## src/rtl/core/sacc_ram.sv

```systemverilog
// ----------------------------------------------------------------------------
// sacc_ram
// Single-port synchronous RAM with registered read data.
// ----------------------------------------------------------------------------
module sacc_ram #(
    parameter int WIDTH = 32,
    parameter int DEPTH = 64
) (
    input  logic                     i_clk,
    input  logic                     i_we,
    input  logic                     i_re,
    input  logic [$clog2(DEPTH)-1:0] i_addr,
    input  logic [WIDTH-1:0]         i_wdata,
    output logic [WIDTH-1:0]         o_rdata
);

    logic [WIDTH-1:0] r_mem [DEPTH];
    logic [WIDTH-1:0] r_rdata;

    always_ff @(posedge i_clk) begin
        if (i_we) begin
            r_mem[i_addr] <= i_wdata;
        end
        if (i_re) begin
            r_rdata <= r_mem[i_addr];
        end
    end

    assign o_rdata = r_rdata;

endmodule

```

## config.mk

```make
export PLATFORM = sky130hd
export DESIGN_NAME = sacc_ram
export DESIGN_NICKNAME = d
export VERILOG_FILES = /design/src/rtl/core/sacc_ram.sv
export SDC_FILE = /design/constraint.sdc
export NUM_CORES = 2
export LEC_CHECK = 0
export BUFFER_PORTS_ARGS = -buffer_cell sky130_fd_sc_hd__buf_2
export CAP_MARGIN = 25
export CORE_ASPECT_RATIO = 1.4
export CORE_MARGIN = 2
export CORE_UTILIZATION = 30
export DETAILED_ROUTE_END_ITERATION = 8
export MAX_ROUTING_LAYER = met4
export PLACE_DENSITY = 0.51
export SLEW_MARGIN = 10
export SYNTH_ARGS = -nofsm -noshare
export SYNTH_HDL_FRONTEND = slang
export SYNTH_SLANG_ARGS = --single-unit
```

## constraint.sdc

```tcl
create_clock -name i_clk -period 10.85 [get_ports i_clk]
set_clock_uncertainty 0.05 [all_clocks]
set_input_delay 1.085 -clock i_clk [delete_from_list [all_inputs] [get_ports i_clk]]
set_output_delay 1.085 -clock i_clk [all_outputs]
set_load 0.01 [all_outputs]
```

# After elaboration in Yosys (flattened, before gate mapping)

Memory sizes are Yosys's and may differ from the RTL's. A register that Yosys moved wholly into a read port is not among the register bits.
Cells that the tools add are included.

Word-level logic and storage cells: 3
Register bits: 0
Bits in writable memories: 2048
Memories: 1

Memories:

| memory | words | bits a word | read ports | clocked after memory_dff | wr ports | RTL line | source |
|---|---|---|---|---|---|---|---|
| r_mem  | 64    | 32          | 1          | 1                        | 1        | 17       | `logic [WIDTH-1:0] r_mem [DEPTH];` |

Mux-type cells: 2

Operators by type and width:

| kind              | count |
|---|---|
| two-way mux 1 bit | 2 |

# Longest topological paths before layout

Word-level depth: 2
Gate-level depth with buffers: 13
Gate-level depth less buffers: 6

# Worst setup path after synthesis

Ideal clock, no wire load.

Kind: input to register
Start point: input port i_addr[2]
End point: memory r_mem[15][0], enable pin
Arrival: 3.903 ns
Cell stages on the path: 8
Data required time: 10.379 ns
Path slack: 6.476 ns
Buffers on the path: 6
Path through: buf_2 -> buf_2 -> buf_2 -> buf_2 -> buf_2 -> buf_2 -> nand3_1 -> nor2_1

RTL lines:

| item               | RTL line | source |
|---|---|---|
| start: declaration | 12       | `input logic [$clog2(DEPTH)-1:0] i_addr,` |
| end: declaration   | 17       |  |

No word-level cell before the write port.

==> run summary <==
Critical-path maximum fanout: 65
Seq/Total Area, Yosys: 78.8%
Post-Synthesis Cell Area: 79200 um^2
VDD IR max: 0.000120 V
Cells after Synth: 4239
Top-area cell type share of the netlist area: 78.8%
Crit path arrival time: 5.30 ns
Residual DRC count: 0
CP startpoint kind: input port
Die X: 438 um
Synth async-reset ratio: 0%
Post CTS Setup Buffer Count: 0
1st-pass router iterations: 6
Htree depth: 4
GR Util All Layers: 18.4%
WP data required: 11.39 ns
P&R area growth vs syn: 14.8%
Vias: 42800
Synth cell types: 55
Placement Setup Slack: 5.34 ns
Row count: 223
Worst-path clk slew: 0.06 ns
Core area: 263000 um^2
Multi-input logic area: 16100 um^2
Relative slew margins: 22.1%
Slew @ Worst Pin: 1.16 ns
Max Cap Viol: 0
CTS max path bufs: 4
CTS Hold Bufs: 0
Vias/cell: 5.32
FF+latch count, synth: 2080
Post-Syn Nets: 4280
IO Port Bufs: 72
Wire per inst: 30.6 um
Top Ports: 73
Setup_tns: 0 ns
Worst Setup End Kind: flip-flop
Power Dens Cells: 183 nW/um^2
Crit path time final: 4.75 ns
Design Power: 16.6 mW
Final net count: 4424
Top_reg_cell synth: edfxtp_1
Post-synth EDFFs: 2080
Max Clock Freq: 210 MHz
Drt initial violations: 4720
Die Height: 612 um
Outcome: finished, final reports clean
Fin worst setup slack: 6.10 ns
Final wirelength: 246000 um
Worst-Skew Late Latency: 0.86 ns
DP HPWL: 142000 um
Hold crit path type: flip-flop to flip-flop
# setup viols final: 0
RSZ-0062 raised after global routing: false
Crit share post-route: 43.8%
Aggregate global routing overflow: 0
Crit Path Class: input port to flip-flop
Dominant cells by area after synthesis: edfxtp_1 (79%), mux2i_1 (3.3%), mux4_2 (2.7%)
CTS tree: built
Largest net degree at the start of global routing: 112
Die Area: 268000 um^2
Cts repair resizes: 0
Finished Core Util: 34.6%
Vias in the first global route: 43000
Initial antenna violation count: 24
Layout cells sized above 1: 18.7%
# clock sinks: 2080
Synth top cells by count: edfxtp_1 (2080), mux2i_1 (259), a22oi_1 (188), a221oi_1 (175), clkbuf_1 (168)
Leakage: 28.5 nW
Effective utilization at floorplan: 30.1%
TritonCTS buffer count: 200
Final hold vios: 0
Top-count cell post-synth: edfxtp_1
Filler cells: 24700
Detail Route Antenna Nets: 0
FF/Latch Area: 62500 um^2
Placer congestion estimate: 0.812
Yosys warnings: 0
Yosys top cell by area: edfxtp_1
First-pass GRT wire length: 343000 um
Final slew viol count: 0
Synth Area per Inst: 18.7 um^2
Root Driver: clkbuf_16
==> state kept, by name, summed over array words and instances (netlist names) <==
register and flops:
r_mem 2048, o_rdata 32
==> cells by family (layout without fill, tap and decap cells) <==
kind of cell / Yosys count / in the layout / synth area share [%]
other cells: 0 / 21 / 0
buf+inv: 300 / 597 / 1.68
simple gates: 424 / 424 / 2.79
flops: 2080 / 2080 / 78.8
mux: 502 / 502 / 8.09
compound gates: 933 / 933 / 8.63
==> metrics by stage <==
stage / hold WS (ns) / instance area [um^2] / std cells
floorplan: 0.590 / 79200 / 4239
global placement: 0.616 / 84500 / 7651
detailed placement: 0.659 / 84700 / 7667
CTS: 0.621 / 90900 / 8022
global route: 0.670 / 91000 / 8043
finish: 0.651 / 91000 / 8044
==> layout make-up <==
type / count / share of cell area [%]
Antenna cell: 21 / 0.0578
Clock buffer: 246 / 5.74
Clock inverter: 109 / 1.05
Inverter: 2 / 0.0165
Multi-Input combinational cell: 1859 / 17.8
Sequential cell: 2080 / 68.7
Tap cell: 3487 / 4.80
Timing Repair Buffer: 240 / 1.92
==> critical path, stage by stage <==
cell	delay, ns
buf_8	0.58
buf_4	0.77
and3b_1	0.57
buf_4	0.37
a22o_1	0.26
a221oi_1	0.52
nand3_1	0.19
a221o_1	0.38
or3_1	0.36
==> layout by cell type, fill, tap and decap left out, types with 19 or more instances in the layout <==
| cell type | instances |
|---|---|
| nor3_1 | 19 |
| nor2_4 | 68 |
| o21ai_0 | 84 |
| o22a_1 | 70 |
| clkinv_1 | 50 |
| mux2_2 | 147 |
| o22ai_1 | 93 |
| and3_1 | 85 |
| nand2_1 | 27 |
| edfxtp_1 | 2080 |
| clkbuf_1 | 44 |
| mux2i_1 | 259 |
| nand3_1 | 53 |
| a22o_1 | 66 |
| mux4_2 | 96 |
| a22oi_1 | 188 |
| buf_2 | 71 |
| nor2_1 | 74 |
| clkbuf_16 | 202 |
| a221oi_1 | 175 |
| a21oi_1 | 121 |
| clkinv_2 | 31 |
| diode_2 | 21 |
| a31oi_1 | 43 |
| buf_4 | 157 |
==> report_power, final <==
group | internal (mW) | switching, mW | total (mW)
Sequential | 8.91 | 0.0396 | 8.95
Combinational | 0.258 | 0.639 | 0.897
Clock | 3.79 | 3.00 | 6.79
==> final timing paths <==
| check | startpoint | endpoint | slack, ns | cells past startpoint |
|---|---|---|---|---|
| max | i_addr[0] | o_rdata[30] | 6.10 | 9 |
| min | r_mem[32][11] | o_rdata[11] | 0.65 | 3 |
| max reg2reg | r_mem[28][5] | o_rdata[5] | 7.91 | 5 |
| min reg2reg | r_mem[32][11] | o_rdata[11] | 0.65 | 3 |
==> metal layers <==
| layer | part of all wire [%] | routed length (um) | vias to the layer above | track usage, % |
|---|---|---|---|---|
| li1 | - | - | 18000 | - |
| met1 | 39 | 96000 | 22900 | 22.1 |
| met2 | 51 | 126000 | 1621 | 31.6 |
| met3 | 5.5 | 13600 | 399 | 2.20 |
| met4 | 4.3 | 10500 | 0 | 7.32 |
| met5 | 0 | 0 | - | - |
No activity file was read; power rests on OpenSTA's default activity.
