## src/rtl/core/sacc_pkg.sv

```systemverilog
// ----------------------------------------------------------------------------
// sacc_pkg
// Shared geometry, codes and helpers of the set-associative LRU cache
// controller.
// ----------------------------------------------------------------------------
package sacc_pkg;

    localparam int LINE_BYTES = 32;
    localparam int SET_COUNT  = 64;
    localparam int WAY_COUNT  = 4;

    localparam int ADDR_W    = 32;
    localparam int WORD_W    = 32;
    localparam int OFF_W     = $clog2(LINE_BYTES);
    localparam int SET_W     = $clog2(SET_COUNT);
    localparam int WAY_W     = $clog2(WAY_COUNT);
    localparam int TAG_W     = ADDR_W - OFF_W - SET_W;
    localparam int WPL       = LINE_BYTES / 4;
    localparam int WSEL_W    = $clog2(WPL);
    localparam int LINES     = SET_COUNT * WAY_COUNT;
    localparam int LINE_W    = SET_W + WAY_W;
    localparam int STAMP_W   = 32;
    localparam int ENTRY_W   = TAG_W + STAMP_W;
    localparam int ROW_W     = ENTRY_W * WAY_COUNT;
    localparam int DDEPTH    = LINES * WPL;
    localparam int CNT_W     = WSEL_W + 1;
    localparam int PEN_W     = 16;

    localparam logic [1:0] CMD_LOAD   = 2'd0;
    localparam logic [1:0] CMD_STORE  = 2'd1;
    localparam logic [1:0] CMD_REFILL = 2'd2;
    localparam logic [1:0] CMD_INVAL  = 2'd3;

    localparam logic [2:0] KIND_RESP    = 3'd0;
    localparam logic [2:0] KIND_WB      = 3'd1;
    localparam logic [2:0] KIND_LINE_RD = 3'd2;
    localparam logic [2:0] KIND_WORD_RD = 3'd3;
    localparam logic [2:0] KIND_MEM_WR  = 3'd4;

    localparam logic [1:0] CFG_WB_MODE = 2'd0;
    localparam logic [1:0] CFG_ALLOC   = 2'd1;
    localparam logic [1:0] CFG_PENALTY = 2'd2;

    typedef enum logic [1:0] {
        P_NONE,
        P_LOAD,
        P_BYPASS,
        P_STORE
    } t_pend;

    typedef enum logic [3:0] {
        S_IDLE,
        S_TAG,
        S_DRD0,
        S_DRD1,
        S_DRD2,
        S_UPD,
        S_UPD2,
        S_MWR,
        S_RESP,
        S_WRQ,
        S_WRQ2,
        S_WBRD,
        S_WBOUT,
        S_LREQ
    } t_state;

    typedef struct packed {
        logic             hit;
        logic [WAY_W-1:0] hit_way;
        logic [WAY_W-1:0] victim;
    } t_lookup;

    function automatic logic [2:0] size_bytes(input logic [1:0] sz);
        logic [2:0] nb;
        nb = sz[1] ? 3'd4 : (sz[0] ? 3'd2 : 3'd1);
        return nb;
    endfunction

    function automatic logic [WORD_W-1:0] byte_mask(input logic [2:0] nb);
        logic [WORD_W-1:0] m;
        m = (nb == 3'd4) ? 32'hffff_ffff : ((nb == 3'd2) ? 32'h0000_ffff : 32'h0000_00ff);
        return m;
    endfunction

endpackage

```

## src/rtl/core/sacc_way_sel.sv

```systemverilog
// ----------------------------------------------------------------------------
// sacc_way_sel
// Tag compare and victim choice over one set: first invalid way, otherwise
// the way with the oldest stamp.
// ----------------------------------------------------------------------------
module sacc_way_sel (
    input  logic [sacc_pkg::ROW_W-1:0]     i_row,
    input  logic [sacc_pkg::WAY_COUNT-1:0] i_way_valid,
    input  logic [sacc_pkg::TAG_W-1:0]     i_tag,
    output sacc_pkg::t_lookup              o_look
);

    always_comb begin
        logic                              found_hit;
        logic                              found_inv;
        logic [sacc_pkg::STAMP_W-1:0]      best;
        logic [sacc_pkg::WAY_W-1:0]        lru_way;
        logic [sacc_pkg::ENTRY_W-1:0]      ent;
        found_hit = 1'b0;
        found_inv = 1'b0;
        o_look    = '0;
        lru_way   = '0;
        best      = i_row[sacc_pkg::TAG_W +: sacc_pkg::STAMP_W];
        for (int w = 0; w < sacc_pkg::WAY_COUNT; w++) begin
            ent = i_row[w*sacc_pkg::ENTRY_W +: sacc_pkg::ENTRY_W];
            if (!found_hit && i_way_valid[w] && ent[sacc_pkg::TAG_W-1:0] == i_tag) begin
                found_hit      = 1'b1;
                o_look.hit_way = sacc_pkg::WAY_W'(w);
            end
            if (!found_inv && !i_way_valid[w]) begin
                found_inv     = 1'b1;
                o_look.victim = sacc_pkg::WAY_W'(w);
            end
            if (ent[sacc_pkg::ENTRY_W-1:sacc_pkg::TAG_W] < best) begin
                best    = ent[sacc_pkg::ENTRY_W-1:sacc_pkg::TAG_W];
                lru_way = sacc_pkg::WAY_W'(w);
            end
        end
        o_look.hit = found_hit;
        if (!found_inv) begin
            o_look.victim = lru_way;
        end
    end

endmodule

```

## config.mk

```make
export PLATFORM = sky130hd
export DESIGN_NAME = sacc_way_sel
export DESIGN_NICKNAME = d
export VERILOG_FILES = /design/src/rtl/core/sacc_pkg.sv /design/src/rtl/core/sacc_way_sel.sv
export SDC_FILE = /design/constraint.sdc
export NUM_CORES = 1
export LEC_CHECK = 0
export ABC_AREA = 1
export CAP_MARGIN = 15
export CORE_AREA = 2 2 95 97
export DETAILED_ROUTE_END_ITERATION = 8
export DIE_AREA = 0 0 97 99
export DONT_BUFFER_PORTS = 1
export PLACE_DENSITY = 0.68
export SYNTH_ARGS = -nofsm -noshare
export SYNTH_HDL_FRONTEND = slang
export SYNTH_SLANG_ARGS = --single-unit
```

## constraint.sdc

```tcl
create_clock -name vclk -period 6.58
set_input_delay 0.658 -clock vclk [all_inputs]
set_output_delay 0.658 -clock vclk [all_outputs]
set_load 0.1 [all_outputs]
```

[Word level (Yosys, flattened, before mapping)]
Cells that the tools add are included.
Storage, ports and cells
  logic and storage cells: 45
  flip-flop bits (word level): 0
  input port bits: 237
  output and inout port bits: 5
Cells by class
  eq/ne operators: 4
  mux-type cells: 20
  order comparisons: 3
  reduce and logical (&&, ||, !) cells: 18
Operators with widths (count)
  $lt 32x32->1: 3
  $eq 21x21->1: 4
  $mux 32: 2
  $mux 2: 7
  $mux 1: 11
  $logic_and 1x1->1: 10
  $logic_not 1->1: 8

[Depth between registers and ports, before layout]
  word-level depth: 15
  gate-level depth with buffers: 44
  mapped depth without buffers: 41

[Worst setup path before layout]
No wires, ideal clock.
  path type: input to output
  start point: in i_row[42] (netlist bit)
  end point: out o_look[1] (netlist bit)
  cell stages on the path: 34
  path slack: -0.049 ns
  data required time: 5.922 ns
  buffers on the path: 3
  data arrival time: 5.971 ns
  cell sequence: inv_1 > ha_1 > a21oi_2 > nor2_1 > nor2_1 > nand3_1 > a21oi_4 > nand2_4 > clkbuf_1 > nand2_1 > o21ai_0 > ha_1 > a21oi_1 > o21ai_0 > nand3_1 > nand2_1 > nand2_1 > a21oi_1 > a211oi_1 > nand2_1 > buf_2 > clkbuf_1 > nand2_1 > o21ai_0 > ha_1 > a21oi_1 > nor2_1 > a211oi_1 > o21ai_0 > nand3_1 > a21oi_1 > a211oi_1 > nand2_1 > a21oi_1
RTL lines
  from (decl): line sacc_way_sel.sv:7  | input logic [sacc_pkg::ROW_W-1:0] i_row,
  to (decl): line sacc_way_sel.sv:10  | output sacc_pkg::t_lookup o_look

==> results.tsv <==
stage	metric	value	unit
outcome	status	complete, no violations	
layout	Final Util	49.0	%
logic_synthesis	Synth warnings	0	
global_routing	vias in the first global route	4338	
min_path	Hold WC Path Type	primary input to output pin	
sta	final setup fails	0	
global_routing	first-pass GRT wire length	20600	microns
setup_path	max incr delay on CP	0.33	ns
layout	area added between synthesis and finish	8.38	%
setup_path	CP Capture Type	output pin	
power_and_ir_drop	leakage	2.13	nW
sta	count of pins over their slew limit	0	
layout	Net count, final	981	
setup_path	crit path max-delay cell type	ha_1	
floorplanning	FP Rows	34	
sta	Final min period	6.20	ns
setup_path	crit path launch	i_row[40]	
logic_synthesis	area leader, netlist	ha_1	
global_routing	GRT overflow	0	
logic_synthesis	syn avg cell area	5.99	sq um
logic_synthesis	synthesized area	0.00387	sq mm
layout	# diodes	0	
logic_synthesis	Syn Inst Count	646	
placed_design	dpl cell area	0.00405	sq mm
route	met3 wire length	1690	microns
setup_path	startpoint types	primary input	
sta	Slew @ Worst Pin	1.09	ns
logic_synthesis	Yosys top cell area share	30.1	%
layout	share of cells above drive strength 1	5.86	%
route	detailed-route via count	4566	
floorplanning	Die W	97	microns
sta	FMAX	161	MHz
logic_synthesis	sequential-to-total area share from yosys stat	0	%
placed_design	RePlAce Congestion	1.04	
setup_path	Worst setup endpoint	o_look[0]	
route	top sig layer	met4	
route	1st-pass router iterations	7	
floorplanning	Die H	99	microns
route	Post-Route WL	13500	microns
power_and_ir_drop	peak supply drop	0.0501	mV
route	wl on met1	5590	microns
sta	fin crit share	94.2	%
cts	hold-fix buffers at CTS	0	
layout	register area	0	sq um
route	vias per std cell	6.03	
route	Iteration-0 DRC Markers	257	
global_routing	largest net degree at the start of global routing	36	
logic_synthesis	Netlist cell types	35	
layout	Final Cell Area	0.00419	sq mm
global_routing	total track usage	25.5	%
sta	Final Hold Fails	0	
power_and_ir_drop	pwr/cell area	99.5	mW/mm^2
flow_run	Max-cap violations	0	
placed_design	DPL Wire Length	11900	microns
layout	clock buf count	0	
route	met2 routed WL	5830	microns
setup_path	Crit Path Class	primary input to output pin	
layout	non-filler cells, final	757	
floorplanning	I/O pins	242	
logic_synthesis	syn nets	976	
sta	Final WS setup	0.380	ns
sta	Slew headroom	27.5	%
power_and_ir_drop	Pwr Total	0.417	mW
placed_design	pre-CTS setup slack	0.0551	ns
placed_design	post-placement cell count	747	
layout	sequential cell count	0	
route	post-route ant nets	0	
floorplanning	core area	0.00855	sq mm
setup_path	Max Fanout on Critical Path	35	
setup_path	Worst EP required	5.92	ns
placed_design	PortBufs	0	
floorplanning	Initial Utilization	45.2	%
setup_path	crit path DAT	5.54	ns
setup_path	CP dominant cell by count	nand2_1	
global_routing	initial antenna violation count	0	
route	DRC	0	
route	DR WL/cell	17.9	microns
floorplanning	die area	0.00960	sq mm
logic_synthesis	dominant cells by area after synthesis	ha_1 (30%), nand2_1 (17%), o21ai_0 (12%)	
==> cell usage in the layout (no fill, tap or decap), types with 2 or more instances in the layout <==
cell / instances
nand2_8: 2
nand2_4: 2
nor2_2: 4
ha_1: 93
a22o_1: 3
nand2_2: 3
nand4_1: 10
a21oi_1: 40
o21ai_0: 89
nor3_1: 4
buf_12: 3
a2111oi_0: 2
inv_1: 76
nand2_1: 171
a21oi_2: 3
nand3_1: 16
buf_4: 11
a221oi_1: 6
and3_1: 3
nor4_1: 8
nor4_2: 2
nor2_1: 23
o22ai_1: 14
or2_2: 2
xor2_1: 26
a211oi_1: 12
xnor2_1: 6
o21ai_1: 4
==> timing repair <==
action                                  4_1_cts  5_1_grt
buffers inserted                              0        8
resized for setup                             0       14
endpoints found under the setup margin        0        2
==> critical path, delay by kind of cell <==
kind | cells | cell delay, ns
compound gates | 7 | 0.90
fa+ha+maj | 3 | 0.95
buf+inv | 6 | 0.93
simple gates | 17 | 2.08
==> cell type report <==
cell class	instances	area (sq um)
Fill cell	865	4360
Multi-Input combinational cell	558	3620
Inverter	76	285
Timing Repair Buffer	15	154
Tap cell	108	135
==> cell usage after synthesis (all sizes together) (2+ instances only) <==
cell,count
a211oi,13
nor3,5
nand2,176
a22o,3
inv,76
o22ai,14
a2111oi,2
xnor2,6
ha,93
and3,3
nor2,27
o21ai,93
nand3,16
clkbuf,12
xor2,26
a221oi,6
or2,2
buf,2
nor4,10
a21oi,44
nand4,10
==> metrics by stage <==
stage,hold slack (ns),setup TNS (ns)
6_report,1.61,0
5_1_grt,1.63,-0.00111
4_1_cts,1.61,0
3_5_place_dp,1.61,0
3_3_place_gp,1.61,0
2_1_floorplan,1.57,0
==> metal layers <==
| layer | GRT usage, % | vias up |
|---|---|---|
| met3 | 8.23 | 43 |
| met1 | 32.9 | 1981 |
| met5 | 0 | - |
| li1 | - | 2259 |
| met4 | 6.39 | 0 |
| met2 | 41.1 | 283 |
==> logic make-up after synthesis <==
group | count (synthesis) | synth area share (%)
buf+inv | 90 | 8.77
simple gates | 251 | 27.3
xor+xnor | 32 | 7.25
fa+ha+maj | 93 | 30.1
compound gates | 180 | 26.6
==> how the worst min path moves through the flow <==
stage | cells after the start | from | slack (ns) | to
finish | 3 | i_way_valid[0] | 1.61 | o_look[1]
detailed placement | 3 | i_way_valid[0] | 1.61 | o_look[1]
CTS | 3 | i_way_valid[0] | 1.61 | o_look[1]
floorplan | 2 | i_way_valid[0] | 1.57 | o_look[1]
global route | 3 | i_way_valid[0] | 1.63 | o_look[1]
global placement | 3 | i_way_valid[0] | 1.61 | o_look[1]
==> power breakdown <==
| part | switching, mW | internal [mW] | leakage [nW] | total (mW) |
|---|---|---|---|---|
| combinational | 0.250 | 0.168 | 2.13 | 0.417 |
| sequential | 0 | 0 | 0 | 0 |
| clock | 0 | 0 | 0 | 0 |
| total | 0.250 | 0.168 | 2.13 | 0.417 |
No activity file was read; power rests on OpenSTA's default activity.
